### config.mk
export PLATFORM = sky130hd
export DESIGN_NAME = peak_window_extractor_flat
export DESIGN_NICKNAME = d
export VERILOG_FILES = /design/src/design/pwe_pkg.sv /design/src/design/pwe_in_if.sv /design/src/design/pwe_out_if.sv /design/src/design/pwe_history.sv /design/src/design/pwe_divider.sv /design/src/design/peak_window_extractor.sv /design/src/flat_wrapper.sv
export VERILOG_INCLUDE_DIRS = /design/src /design/src/design
export SDC_FILE = /design/constraint.sdc
export NUM_CORES = 1
export LEC_CHECK = 0
export BUFFER_PORTS_ARGS = -buffer_cell sky130_fd_sc_hd__buf_2
export CAP_MARGIN = 25
export CORE_ASPECT_RATIO = 0.8
export CORE_MARGIN = 8
export CORE_UTILIZATION = 65
export CTS_CLUSTER_SIZE = 30
export DETAILED_ROUTE_END_ITERATION = 8
export PLACE_DENSITY = 0.81
export REMOVE_ABC_BUFFERS = 1
export SYNTH_ARGS = -nofsm -noshare
export SYNTH_HDL_FRONTEND = slang
export SYNTH_SLANG_ARGS = --single-unit
### constraint.sdc
create_clock -name clk -period 17.98 [get_ports clk]
set_input_delay 0.899 -clock clk [delete_from_list [all_inputs] [get_ports clk]]
set_output_delay 0.899 -clock clk [all_outputs]
set_load 0.03 [all_outputs]
### src/design/peak_window_extractor_macros.svh
// ----------------------------------------------------------------------------
// peak window extractor assertion macros
// shared concurrent assertion forms, clocked on clk and disabled in reset
// ----------------------------------------------------------------------------
`ifndef PEAK_WINDOW_EXTRACTOR_MACROS_SVH
`define PEAK_WINDOW_EXTRACTOR_MACROS_SVH

// same-cycle implication
`define PWE_ASSERT_NOW(lbl, ante, cons, msg) \
  lbl: assert property (@(posedge clk) disable iff (rst) (ante) |-> (cons)) else $error(msg);

// next-cycle implication
`define PWE_ASSERT_NEXT(lbl, ante, cons, msg) \
  lbl: assert property (@(posedge clk) disable iff (rst) (ante) |=> (cons)) else $error(msg);

`endif

### src/design/pwe_pkg.sv
// ----------------------------------------------------------------------------
// pwe_pkg
// shared widths, defaults, register indexes and control types
// ----------------------------------------------------------------------------
package pwe_pkg;

  localparam int SAMPLE_W    = 16;
  localparam int PEAK_IDX_W  = 12;
  localparam int SLOT_W      = 4;
  localparam int DEV_W       = 17;
  localparam int DELTA_W     = 15;
  localparam int CFG_W       = 16;
  localparam int CFG_IDX_W   = 2;

  localparam int DEF_SAMPLES_BEFORE   = 5;
  localparam int DEF_SAMPLES_AFTER    = 9;
  localparam int DEF_MAX_WAVEFORM_LEN = 4096;

  localparam logic signed [SAMPLE_W-1:0] AMP_RESET   = 16'sd983;
  localparam logic        [DELTA_W-1:0]  DELTA_RESET = 15'd33;

  localparam logic [CFG_IDX_W-1:0] REG_INVERT    = 2'd0;
  localparam logic [CFG_IDX_W-1:0] REG_LOCAL_MAX = 2'd1;
  localparam logic [CFG_IDX_W-1:0] REG_AMP       = 2'd2;
  localparam logic [CFG_IDX_W-1:0] REG_DELTA     = 2'd3;

  typedef struct packed {
    logic shift;   // push a new sample in at the tail
    logic rotate;  // move the head round to the tail
  } hist_ctrl_t;

endpackage

### src/design/pwe_in_if.sv
// ----------------------------------------------------------------------------
// pwe_in_if
// sample channel: valid/ready with one waveform sample per transfer
// ----------------------------------------------------------------------------
interface pwe_in_if;
  logic                                  valid;
  logic                                  ready;
  logic signed [pwe_pkg::SAMPLE_W-1:0]   sample;
  logic                                  end_of_waveform;

  modport source (output valid, output sample, output end_of_waveform, input ready);
  modport sink   (input valid, input sample, input end_of_waveform, output ready);
endinterface

### src/design/pwe_out_if.sv
// ----------------------------------------------------------------------------
// pwe_out_if
// result channel: valid/ready with one window slot per transfer
// ----------------------------------------------------------------------------
interface pwe_out_if;
  logic                                  valid;
  logic                                  ready;
  logic        [pwe_pkg::PEAK_IDX_W-1:0] peak_index;
  logic        [pwe_pkg::SLOT_W-1:0]     slot;
  logic signed [pwe_pkg::DEV_W-1:0]      deviation;
  logic signed [pwe_pkg::SAMPLE_W-1:0]   window_mean;
  logic                                  last_of_window;

  modport source (output valid, output peak_index, output slot, output deviation,
                  output window_mean, output last_of_window, input ready);
  modport sink   (input valid, input peak_index, input slot, input deviation,
                  input window_mean, input last_of_window, output ready);
endinterface

### src/design/pwe_history.sv
// ----------------------------------------------------------------------------
// pwe_history
// sample history line with shift-in and rotate, fixed taps around the peak
// ----------------------------------------------------------------------------
module pwe_history #(
  parameter int DEPTH  = 15,
  parameter int BEFORE = 5
) (
  input  logic                                clk,
  input  logic                                rst,
  input  pwe_pkg::hist_ctrl_t                 ctrl,
  input  logic signed [pwe_pkg::SAMPLE_W-1:0] din,
  output logic signed [pwe_pkg::SAMPLE_W-1:0] head,
  output logic signed [pwe_pkg::SAMPLE_W-1:0] left,
  output logic signed [pwe_pkg::SAMPLE_W-1:0] center,
  output logic signed [pwe_pkg::SAMPLE_W-1:0] right
);

  logic signed [pwe_pkg::SAMPLE_W-1:0] hist [DEPTH];
  logic signed [pwe_pkg::SAMPLE_W-1:0] tail_in;

  assign tail_in = ctrl.shift ? din : hist[0];

  always_ff @(posedge clk) begin
    if (rst) begin
      for (int i = 0; i < DEPTH; i++) begin
        hist[i] <= '0;
      end
    end else if (ctrl.shift || ctrl.rotate) begin
      for (int i = 0; i < DEPTH - 1; i++) begin
        hist[i] <= hist[i+1];
      end
      hist[DEPTH-1] <= tail_in;
    end
  end

  assign head   = hist[0];
  assign left   = hist[BEFORE-1];
  assign center = hist[BEFORE];
  assign right  = hist[BEFORE+1];

endmodule

### src/design/pwe_divider.sv
// ----------------------------------------------------------------------------
// pwe_divider
// division by a fixed divisor through a registered reciprocal multiply
// ----------------------------------------------------------------------------
module pwe_divider #(
  parameter int DIVISOR = 15,
  parameter int WIDTH   = 20
) (
  input  logic             clk,
  input  logic             rst,
  input  logic             start,
  input  logic [WIDTH-1:0] dividend,
  output logic [WIDTH-1:0] quotient,
  output logic             done
);

  // floor(n / DIVISOR) == (n * RECIP) >> SHIFT for every n below 2**WIDTH
  localparam int SHIFT   = WIDTH + $clog2(DIVISOR);
  localparam int RECIP_W = WIDTH + 1;
  localparam int PROD_W  = WIDTH + RECIP_W;
  localparam logic [RECIP_W-1:0] RECIP =
    RECIP_W'(((64'd1 << SHIFT) + 64'(DIVISOR) - 64'd1) / 64'(DIVISOR));

  logic              busy;
  logic [WIDTH-1:0]  num;
  logic [PROD_W-1:0] prod;

  always_ff @(posedge clk) begin
    if (rst) begin
      busy <= 1'b0;
      done <= 1'b0;
    end else begin
      busy <= start;
      done <= busy;
    end
  end

  // operand registered on start, product registered while busy
  always_ff @(posedge clk) begin
    if (start) begin
      num <= dividend;
    end
    if (busy) begin
      prod <= PROD_W'(num) * PROD_W'(RECIP);
    end
  end

  assign quotient = WIDTH'(prod[PROD_W-1:SHIFT]);

endmodule

### src/design/peak_window_extractor.sv
// ----------------------------------------------------------------------------
// peak_window_extractor
// waveform bump finder that emits a mean-subtracted window around each peak
// ----------------------------------------------------------------------------
// in_ch carries one sample per transfer, end_of_waveform on the last one of
// a waveform. A bump is judged once the last sample of its window is in:
// the window is summed sample by sample through the shared accumulate
// adder, the sum is divided by the window length with a registered
// reciprocal multiply, then one result per window slot leaves on out_ch,
// last_of_window set on the final slot. A sample with no bump goes from
// CHECK back to IDLE; one that completes a bump runs on through SUM over
// the W = BEFORE + 1 + AFTER samples (15 with the default window), DSTART,
// DWAIT and EMIT, which sends one slot per cycle while the receiver does
// not stall. in_ch.ready is high only while the block waits for a sample.
// Results sit in an output register; a stalled receiver holds the current
// result and stops the slot sequence. Reset (rst, synchronous) clears the
// history to zero, the sample position, the output valid and the registers
// to their defaults. Configuration is written on cfg_we; the user must write
// it only while no item is in flight; the block does not enforce this.
// ----------------------------------------------------------------------------
module peak_window_extractor #(
  parameter int SAMPLES_BEFORE   = pwe_pkg::DEF_SAMPLES_BEFORE,
  parameter int SAMPLES_AFTER    = pwe_pkg::DEF_SAMPLES_AFTER,
  parameter int MAX_WAVEFORM_LEN = pwe_pkg::DEF_MAX_WAVEFORM_LEN
) (
  input  logic                            clk,
  input  logic                            rst,
  pwe_in_if.sink                          in_ch,
  pwe_out_if.source                       out_ch,
  input  logic                            cfg_we,
  input  logic [pwe_pkg::CFG_IDX_W-1:0]   cfg_index,
  input  logic [pwe_pkg::CFG_W-1:0]       cfg_data
);

  `include "peak_window_extractor_macros.svh"

  localparam int WIN_LEN = SAMPLES_BEFORE + 1 + SAMPLES_AFTER;
  localparam int SUM_W   = pwe_pkg::SAMPLE_W + $clog2(WIN_LEN);
  localparam int CNT_W   = $clog2(WIN_LEN);
  localparam int POS_W   = $clog2(MAX_WAVEFORM_LEN);
  localparam int IDX_W   = (pwe_pkg::PEAK_IDX_W > POS_W) ? pwe_pkg::PEAK_IDX_W : POS_W;
  localparam int SW      = pwe_pkg::SAMPLE_W;
  localparam int DW      = pwe_pkg::DEV_W;

  localparam logic [2:0] ST_IDLE   = 3'd0;
  localparam logic [2:0] ST_CHECK  = 3'd1;
  localparam logic [2:0] ST_SUM    = 3'd2;
  localparam logic [2:0] ST_DSTART = 3'd3;
  localparam logic [2:0] ST_DWAIT  = 3'd4;
  localparam logic [2:0] ST_EMIT   = 3'd5;

  // configuration
  logic                          invert_polarity;
  logic                          require_local_max;
  logic signed [SW-1:0]          amplitude_threshold;
  logic [pwe_pkg::DELTA_W-1:0]   delta_threshold;

  always_ff @(posedge clk) begin
    if (rst) begin
      invert_polarity     <= 1'b0;
      require_local_max   <= 1'b0;
      amplitude_threshold <= pwe_pkg::AMP_RESET;
      delta_threshold     <= pwe_pkg::DELTA_RESET;
    end else if (cfg_we) begin
      case (cfg_index)
        pwe_pkg::REG_INVERT:    invert_polarity     <= cfg_data[0];
        pwe_pkg::REG_LOCAL_MAX: require_local_max   <= cfg_data[0];
        pwe_pkg::REG_AMP:       amplitude_threshold <= cfg_data[SW-1:0];
        pwe_pkg::REG_DELTA:     delta_threshold     <= cfg_data[pwe_pkg::DELTA_W-1:0];
        default: ;
      endcase
    end
  end

  // sequencer state
  logic [2:0]            state;
  logic [CNT_W-1:0]      cnt;
  logic [POS_W-1:0]      pos;
  logic                  win_ok;
  logic [IDX_W-1:0]      peak;
  logic signed [SUM_W-1:0] acc;
  logic                  acc_neg;
  logic signed [SW-1:0]  mean;

  logic                  in_xfer;
  logic                  out_free;
  logic                  cnt_last;
  logic signed [SW-1:0]  s_in;
  logic signed [SW-1:0]  head;
  logic signed [SW-1:0]  tap_l;
  logic signed [SW-1:0]  tap_c;
  logic signed [SW-1:0]  tap_r;
  pwe_pkg::hist_ctrl_t   hctrl;

  logic                  div_start;
  logic [SUM_W-1:0]      div_quo;
  logic                  div_done;
  logic [SUM_W-1:0]      acc_mag;
  logic [SUM_W-1:0]      mean_full;

  assign in_ch.ready = (state == ST_IDLE);
  assign in_xfer     = in_ch.valid && in_ch.ready;
  assign out_free    = !out_ch.valid || out_ch.ready;
  assign cnt_last    = (cnt == CNT_W'(WIN_LEN - 1));

  // negation saturates the most negative code
  assign s_in = !invert_polarity ? in_ch.sample :
                (in_ch.sample == {1'b1, {(SW-1){1'b0}}}) ? {1'b0, {(SW-1){1'b1}}} :
                -in_ch.sample;

  assign hctrl = '{shift:  in_xfer,
                   rotate: (state == ST_SUM) || ((state == ST_EMIT) && out_free)};

  pwe_history #(
    .DEPTH  (WIN_LEN),
    .BEFORE (SAMPLES_BEFORE)
  ) u_hist (
    .clk    (clk),
    .rst    (rst),
    .ctrl   (hctrl),
    .din    (s_in),
    .head   (head),
    .left   (tap_l),
    .center (tap_c),
    .right  (tap_r)
  );

  // bump test on the fixed taps
  logic signed [SW+1:0] twice_c;
  logic signed [SW+1:0] l_plus_r;
  logic signed [SW:0]   c_minus_l;
  logic signed [SW:0]   c_minus_r;
  logic signed [SW:0]   delta_ext;
  logic                 bump;
  logic                 strict_ok;

  assign twice_c   = {tap_c[SW-1], tap_c, 1'b0};
  assign l_plus_r  = (SW+2)'(tap_l) + (SW+2)'(tap_r);
  assign c_minus_l = (SW+1)'(tap_c) - (SW+1)'(tap_l);
  assign c_minus_r = (SW+1)'(tap_c) - (SW+1)'(tap_r);
  assign delta_ext = {2'b00, delta_threshold};
  assign strict_ok = (tap_c >= amplitude_threshold) && (c_minus_l > delta_ext) &&
                     (c_minus_r > delta_ext);
  assign bump      = win_ok && (twice_c > l_plus_r) && (!require_local_max || strict_ok);

  // magnitude taken from the finished sum while the divider loads it
  assign acc_mag   = acc[SUM_W-1] ? SUM_W'(-acc) : SUM_W'(acc);
  assign div_start = (state == ST_DSTART);
  assign mean_full = acc_neg ? -div_quo : div_quo;

  pwe_divider #(
    .DIVISOR (WIN_LEN),
    .WIDTH   (SUM_W)
  ) u_div (
    .clk      (clk),
    .rst      (rst),
    .start    (div_start),
    .dividend (acc_mag),
    .quotient (div_quo),
    .done     (div_done)
  );

  always_ff @(posedge clk) begin
    if (rst) begin
      state <= ST_IDLE;
      pos   <= '0;
      cnt   <= '0;
    end else begin
      case (state)
        ST_IDLE: begin
          if (in_xfer) begin
            if (in_ch.end_of_waveform || (32'(pos) + 32'd1 >= 32'(MAX_WAVEFORM_LEN))) begin
              pos <= '0;
            end else begin
              pos <= pos + 1'b1;
            end
            state <= ST_CHECK;
          end
        end
        ST_CHECK: begin
          cnt   <= '0;
          state <= bump ? ST_SUM : ST_IDLE;
        end
        ST_SUM: begin
          cnt <= cnt + 1'b1;
          if (cnt_last) begin
            state <= ST_DSTART;
          end
        end
        ST_DSTART: state <= ST_DWAIT;
        ST_DWAIT: begin
          if (div_done) begin
            cnt   <= '0;
            state <= ST_EMIT;
          end
        end
        ST_EMIT: begin
          if (out_free) begin
            cnt <= cnt + 1'b1;
            if (cnt_last) begin
              state <= ST_IDLE;
            end
          end
        end
        default: state <= ST_IDLE;
      endcase
    end
  end

  // datapath registers
  always_ff @(posedge clk) begin
    if (in_xfer) begin
      win_ok <= 32'(pos) >= 32'(SAMPLES_BEFORE + SAMPLES_AFTER);
      peak   <= IDX_W'(pos) - IDX_W'(SAMPLES_AFTER);
    end
    if (state == ST_CHECK) begin
      acc <= '0;
    end else if (state == ST_SUM) begin
      acc <= acc + SUM_W'(head);
    end
    if (state == ST_DSTART) begin
      acc_neg <= acc[SUM_W-1];
    end
    if ((state == ST_DWAIT) && div_done) begin
      mean <= mean_full[SW-1:0];
    end
  end

  // output register
  always_ff @(posedge clk) begin
    if (rst) begin
      out_ch.valid <= 1'b0;
    end else if ((state == ST_EMIT) && out_free) begin
      out_ch.valid <= 1'b1;
    end else if (out_ch.ready) begin
      out_ch.valid <= 1'b0;
    end
  end

  always_ff @(posedge clk) begin
    if ((state == ST_EMIT) && out_free) begin
      out_ch.peak_index     <= peak[pwe_pkg::PEAK_IDX_W-1:0];
      out_ch.slot           <= pwe_pkg::SLOT_W'(cnt);
      out_ch.deviation      <= DW'(head) - DW'(mean);
      out_ch.window_mean    <= mean;
      out_ch.last_of_window <= cnt_last;
    end
  end

  `PWE_ASSERT_NOW(a_div_done_waiting, div_done, state == ST_DWAIT,
    "divider finished outside wait")
  `PWE_ASSERT_NOW(a_last_slot, out_ch.valid && out_ch.last_of_window,
    out_ch.slot == pwe_pkg::SLOT_W'(WIN_LEN - 1), "window end on wrong slot")
  `PWE_ASSERT_NOW(a_mid_window, out_ch.valid && out_ch.ready && !out_ch.last_of_window,
    state == ST_EMIT, "window ended early")
  `PWE_ASSERT_NEXT(a_hold_stalled, out_ch.valid && !out_ch.ready,
    out_ch.valid && $stable(out_ch.slot), "stalled result not held")

endmodule

### src/flat_wrapper.sv
// flat-port wrapper written by rule: the top's interface ports become plain ports
module peak_window_extractor_flat 
#(
  parameter int SAMPLES_BEFORE   = pwe_pkg::DEF_SAMPLES_BEFORE,
  parameter int SAMPLES_AFTER    = pwe_pkg::DEF_SAMPLES_AFTER,
  parameter int MAX_WAVEFORM_LEN = pwe_pkg::DEF_MAX_WAVEFORM_LEN
)
  (clk, rst, cfg_we, cfg_index, cfg_data, in_ch_valid, in_ch_sample, in_ch_end_of_waveform, in_ch_ready, out_ch_valid, out_ch_peak_index, out_ch_slot, out_ch_deviation, out_ch_window_mean, out_ch_last_of_window, out_ch_ready);
  pwe_in_if in_ch_i ();
  pwe_out_if out_ch_i ();
  input  logic clk;
  input  logic rst;
  input  logic cfg_we;
  input  logic [pwe_pkg::CFG_IDX_W-1:0] cfg_index;
  input  logic [pwe_pkg::CFG_W-1:0] cfg_data;
  input wire logic [$bits(in_ch_i.valid)-1:0] in_ch_valid;
  input wire logic [$bits(in_ch_i.sample)-1:0] in_ch_sample;
  input wire logic [$bits(in_ch_i.end_of_waveform)-1:0] in_ch_end_of_waveform;
  output wire logic [$bits(in_ch_i.ready)-1:0] in_ch_ready;
  output wire logic [$bits(out_ch_i.valid)-1:0] out_ch_valid;
  output wire logic [$bits(out_ch_i.peak_index)-1:0] out_ch_peak_index;
  output wire logic [$bits(out_ch_i.slot)-1:0] out_ch_slot;
  output wire logic [$bits(out_ch_i.deviation)-1:0] out_ch_deviation;
  output wire logic [$bits(out_ch_i.window_mean)-1:0] out_ch_window_mean;
  output wire logic [$bits(out_ch_i.last_of_window)-1:0] out_ch_last_of_window;
  input wire logic [$bits(out_ch_i.ready)-1:0] out_ch_ready;
  assign in_ch_i.valid = in_ch_valid;
  assign in_ch_i.sample = in_ch_sample;
  assign in_ch_i.end_of_waveform = in_ch_end_of_waveform;
  assign in_ch_ready = in_ch_i.ready;
  assign out_ch_valid = out_ch_i.valid;
  assign out_ch_peak_index = out_ch_i.peak_index;
  assign out_ch_slot = out_ch_i.slot;
  assign out_ch_deviation = out_ch_i.deviation;
  assign out_ch_window_mean = out_ch_i.window_mean;
  assign out_ch_last_of_window = out_ch_i.last_of_window;
  assign out_ch_i.ready = out_ch_ready;
  peak_window_extractor #(.SAMPLES_BEFORE(SAMPLES_BEFORE), .SAMPLES_AFTER(SAMPLES_AFTER), .MAX_WAVEFORM_LEN(MAX_WAVEFORM_LEN)) u_core (.clk(clk), .rst(rst), .in_ch(in_ch_i), .out_ch(out_ch_i), .cfg_we(cfg_we), .cfg_index(cfg_index), .cfg_data(cfg_data));
endmodule
Word level (Yosys, flattened, before mapping)
Memory sizes are Yosys's and may differ from the RTL's.
Cells that the tools add are included.
{"block": "classes", "n_addsub": 12, "multipliers": 1, "magnitude_cmp": 6, "n_eq_ne": 15, "mux": 38, "bitwise_logic": 15, "reduce_logical": 25}
{"operator": "$mux 16", "n": 19}
{"operator": "$sub 16x16->17", "n": 3}
{"operator": "$mul 20x20->39 const B", "n": 1}
{"operator": "$gt 17x16->1", "n": 2}
{"operator": "$ge 32x13->1 const B", "n": 1}
{"operator": "$neg 16->16", "n": 2}
{"operator": "$add 20x16->20", "n": 1}
{"operator": "$neg 20->20", "n": 1}
{"operator": "$mux 19", "n": 1}
{"operator": "$pmux 3 s6", "n": 1}
{"operator": "$add 16x16->17", "n": 1}
{"operator": "$gt 17x17->1", "n": 1}
{"operator": "$eq 16x16->1 const B", "n": 1}
{"operator": "$ge 16x16->1", "n": 1}
{"operator": "$pmux 4 s4", "n": 1}
{"operator": "$mux 3", "n": 5}
{"operator": "$or 1x1->1", "n": 15}
{"operator": "$add 12x1->13 const B", "n": 1}
{"operator": "$add 12x1->12 const B", "n": 1}
{"operator": "$ge 12x4->1 const B", "n": 1}
{"operator": "$mux 12", "n": 1}
{"operator": "$sub 12x4->12 const B", "n": 1}
{"operator": "$reduce_and 2->1", "n": 5}
{"operator": "$mux 4", "n": 2}
{"operator": "20 further kinds", "n": 43}
{"block": "totals", "regBits": 214, "ram_bits": 240, "inputBits": 40, "elab_cells": 136, "n_memories": 1}
{"name": "u_core.u_hist.hist", "words": 15, "word_bits": 16, "read_ports": 15, "rd_clocked_by_memory_dff": 0, "write_ports": 15, "line_no": "pwe_history.sv:19", "rtl": "logic signed [pwe_pkg::SAMPLE_W-1:0] hist [DEPTH];"}

Logic depth before layout (Yosys ltp)
{"block": "depth", "depth_word": 9, "depth_mapped": 20, "depth_no_buf": 20}

By module
A second synthesis with hierarchy kept.
{"block": "hier_totals", "hier_cells": 2301, "hier_area_um2": 25532.0}
{"mod": "peak_window_extractor", "instances": 1, "cells_each": 1369, "area_per_inst_um2": 11822.6, "seq_area_each_um2": 3863.7}
{"mod": "pwe_history", "instances": 1, "cells_each": 526, "area_per_inst_um2": 9048.7, "seq_area_each_um2": 7206.9}
{"mod": "pwe_divider", "instances": 1, "cells_each": 406, "area_per_inst_um2": 4660.7, "seq_area_each_um2": 1151.1}

Worst setup path before layout
Ideal clock, no wire load.
{"block": "synth_path", "path_kind": "reg-to-reg", "start": "register u_core.state[1]", "end": "memory u_core.u_hist.hist[0][0] (netlist name) (enable)", "arrival_time_ns": 7.141, "required_ns": 17.365, "setup_slack_ns": 10.224, "path_stages_with_launch": 7, "n_path_buf": 2, "period_less_slack_ns": 7.756, "cell_sequence": "dfxtp_1 > clkbuf_1 > nor3_1 > nand2_1 > inv_1 > clkbuf_1 > or3_1"}
{"item": "start: declaration", "line_no": "peak_window_extractor.sv:76", "rtl": "logic [2:0] state;"}
{"item": "start signal: assignment", "line_no": "peak_window_extractor.sv:182", "rtl": "state <= bump ? ST_SUM : ST_IDLE;"}
{"item": "end: declaration", "line_no": "pwe_history.sv:19"}

Worst setup path after layout
{"block": "layout_path", "start": "register u_core.u_div.num[6]", "end": "register u_core.u_div.prod[39], data pin"}
{"block": "layout_via", "elab_chain_len": 1}
{"item": "start: declaration", "line_no": "pwe_divider.sv:25", "rtl": "logic [WIDTH-1:0] num;"}
{"item": "start signal: assignment", "line_no": "pwe_divider.sv:41", "rtl": "num <= dividend;"}
{"item": "$mul 20x20->39", "line_no": "pwe_divider.sv:44", "rtl": "prod <= PROD_W'(num) * PROD_W'(RECIP);"}
{"item": "end signal: assignment", "line_no": "pwe_divider.sv:44"}
{"item": "end: declaration", "line_no": "pwe_divider.sv:26", "rtl": "logic [PROD_W-1:0] prod;"}
No other way between the ends.
A chain may end at the register's enable or synchronous reset.

==> impl_results.md <==
* Switching Share at between 20 and 30%
* Most frequent cells in the layout: 356 x edfxtp_1, 286 x ha_1, 217 x inv_1
* Crit Path Class: reg -> reg
* Vias in the first global route at 16400
* Gp weighted congestion at 0.923
* MaxCap Viol Count at 0
* Final Skew at about 0.016 ns
* Die area at 44900 sq um
* Layout cells sized above 1 at approximately 7.6%
* Per-cell routed wire length at ~19 um
* Starting density of the core at 65.5%
* Setup crit end kind: flop
* Post-CTS Resized at 0
* Fin crit period at 5.56 ns
* Sw power at 806 uW
* Hold Fails Final Rpt at 0
* Iteration-0 DRC Markers at 1402
* Period utilization at 30.9%
* Final Hold Slack at between 0.4 and 0.5 ns
* Area delta synth->final at 9.54%
* Yosys cell types at 65
* Routed Wire Length at 54400 um
* Setup repair bufs after CTS at 0
* I/O pin count at 92
* Die H at 191 um
* Post-synthesis xor/xnor area fraction at under 10%
* Setup TNS Final at 0 ns
* Mapped Area at 24900 sq um
* Mapped Cells at 2249
* Skew-Pair Late Insertion Delay at 0.55 ns
* CTS Buf Count at 42
* Crit Path Max Fanout at 5
* DP HPWL at 40700 um
* Power per cell area at approximately 100 nW/um^2
* Async SR Flop Fraction at 0%
* Post-synth EDFFs at around 360
* CP Launch Type: flop
* Logic gate share of total power at 22.9%
* Via density at just under 6
* Simple-Gate Fraction of Synth Area at 15.1%
* Syn_area_per_cell at 11.1 sq um
* P_leak at 0.0118 uW
* Final Cell Area at 27300 sq um
* GRT Total Usage at 24.0%
* Clock sinks at 431
* P_int at between 1500 and 2000 uW
* Die Span X at 235 um
* Final setup viols at 0
* Iteration count of the initial detailed-routing pass at 5
* CTS Hold Buffers Added at 0
* First-pass GRT wire length at 86800 um
* Slew headroom at 35.1%
* Worst-margin pin slew at 0.974 ns
* Dpl ws at 12.46 ns
* Setup slack after layout at 12.42 ns
* #FFs+latches synth at between 400 and 500
* Post-Synth Adder-Cell Area at 17.5%
* Final antenna-violating net count at 0
* Fmax at about 180 MHz
* Root buf cell: clkbuf_16
* Synth Area in Compound Gates at 9.22%
* Status: complete, no violations
* Seq pwr share at 45.2%
* Port Buffers at 91
* RSZ-0062 raised after global routing: false
* Total grt overflow at 0
* Number of placement rows at 64
* Worst EP required at approximately 18 ns
* WP data arrival at around 6 ns
* Max VDD drop at between 0.00007 and 0.00008 V
* Yosys warns at 0
* Clock Power Share at 31.9%
* Pwr Total at 2780 uW
* Vias at approximately 17000
* Post-synth top flop: edfxtp_1
* Multiplexer share of the synthesized area at 0.281%
* CTS tree: done
* Max clock buf depth at 3
* Clock-pin slew on the worst setup and hold paths at 0.06 ns
* Slew Limit Fails at 0
* H-Tree Depth at 2
* Register area share after synthesis at between 40 and 50%
* Largest net degree at the start of global routing at 179
* Cell Area, Placed at 25900 sq um
* Core area at 38000 sq um
* Drt drc at 0
* Most common cell after layout, fill and taps aside: edfxtp_1
* Nets at 2702
* Main combinational cell family by area after synthesis: adder cells
* Hold Path Class: reg -> reg
* Initial antenna violation count at 2
## power groups by stage
stage	clock network, uW	registers, uW	logic (uW)
after detailed placement	0	1270	623
after floorplan	0	1260	465
after global placement	0	1270	595
after CTS	906	1260	632
after global routing	943	1270	714
final	889	1260	637
## area by class of cell
| type | instances | area (sq um) |
|---|---|---|
| sequential | 431 | 12200 |
| multi-input combinational | 1542 | 11700 |
| fill | 2595 | 10700 |
| clock buffer | 55 | 1170 |
| inverter | 217 | 815 |
| tap | 495 | 619 |
| timing repair buffer | 103 | 561 |
| clock inverter | 23 | 215 |
| antenna | 1 | 2.50 |
## critical path, stage by stage (launching register included)
cell and delay (ns):
edfxtp_1 0.43, ha_1 0.33, inv_1 0.06, fa_1 0.53, inv_1 0.07, fa_1 0.56, inv_1 0.07, fa_1 0.50
inv_1 0.05, ha_1 0.29, ha_1 0.31, ha_1 0.30, nand2_1 0.04, o21ai_0 0.38, o21a_1 0.20, o22ai_1 0.10
a211o_2 0.34, a21oi_2 0.19, a41o_1 0.31, a221o_1 0.21, xnor2_1 0.07
## sequential cells by signal, indices dropped and copies added, names as in the netlist, 12 cells and up
register and flops:
u_core.pos 12, u_core.out_ch.peak_index 12, u_core.delta_threshold 15, u_core.mean 16, u_core.out_ch.deviation 17, u_core.u_div.prod 16, u_core.u_hist.hist 240, u_core.amplitude_threshold 16
u_core.acc 20, u_core.u_div.num 20, u_core.peak 12, u_core.out_ch.window_mean 16
## stage by stage
stage	utilization, %	instances
finish	71.8	2867
global route	71.8	2867
CTS	71.8	2865
detailed placement	68.1	2787
global placement	68.1	2786
floorplan	-	2190
## final timing paths
path                  startpoint  slack, ns  cells past startpoint                           to
max reg2reg  u_core.u_div.num[6]      12.42                     20        u_core.u_div.prod[39]
min reg2reg       u_core.peak[5]       0.42                      0  u_core.out_ch.peak_index[5]
min               u_core.peak[5]       0.42                      0  u_core.out_ch.peak_index[5]
max          u_core.u_div.num[6]      12.42                     20        u_core.u_div.prod[39]
## routing by layer
layer	part of all wire (%)	GRT usage, %	wire length, um	vias to the layer above
li1	-	-	-	8078
met1	48	35.3	26000	8084
met2	43	36.8	23400	545
met3	7.3	4.55	3990	88
met4	2.0	5.79	1080	2
met5	0.024	0	13	-
## synth_stat cells (3+ instances only)
cell type | instances | area, sq um
a211o_1 | 5 | 43.8
a221o_1 | 3 | 30.0
nor2_1 | 122 | 458
clkbuf_1 | 54 | 203
buf_1 | 4 | 15.0
and3_1 | 13 | 81.3
nand3_1 | 25 | 125
o21bai_1 | 5 | 37.5
o21a_1 | 11 | 82.6
nand4_1 | 16 | 100
xor2_1 | 54 | 473
a41oi_1 | 3 | 26.3
or3_1 | 20 | 125
and4_1 | 6 | 52.6
and2_1 | 165 | 1030
a21oi_1 | 107 | 536
edfxtp_1 | 356 | 10700
ha_1 | 286 | 3580
a211oi_1 | 26 | 195
nor4_1 | 6 | 37.5
nand2_1 | 169 | 634
nor3b_1 | 3 | 22.5
inv_1 | 217 | 815
a21boi_0 | 11 | 82.6
nor2b_1 | 93 | 582
dfxtp_1 | 75 | 1500
o22ai_1 | 4 | 25.0
o41ai_1 | 8 | 70.1
a31oi_1 | 7 | 43.8
a41o_1 | 5 | 50.1
or2_2 | 6 | 37.5
mux2i_1 | 7 | 70.1
xnor2_1 | 84 | 736
o211ai_1 | 12 | 90.1
nor3_1 | 33 | 165
nand3b_1 | 12 | 90.1
o31ai_1 | 16 | 120
fa_1 | 39 | 781
o21ai_0 | 65 | 325
a221oi_1 | 6 | 52.6
a2111oi_0 | 4 | 35.0
or4_1 | 9 | 67.6
a21o_1 | 33 | 248
nand2b_1 | 19 | 119
## logic make-up after synthesis
kind of cell,count (synthesis)
DFF,431
adders and majority gates,325
AOI/OAI and AO/OA,352
and+or+nand+nor,720
buffers and inverters,276
xor gates and xnor gates,138
muxes,7
No activity file was read; power rests on OpenSTA's default activity.
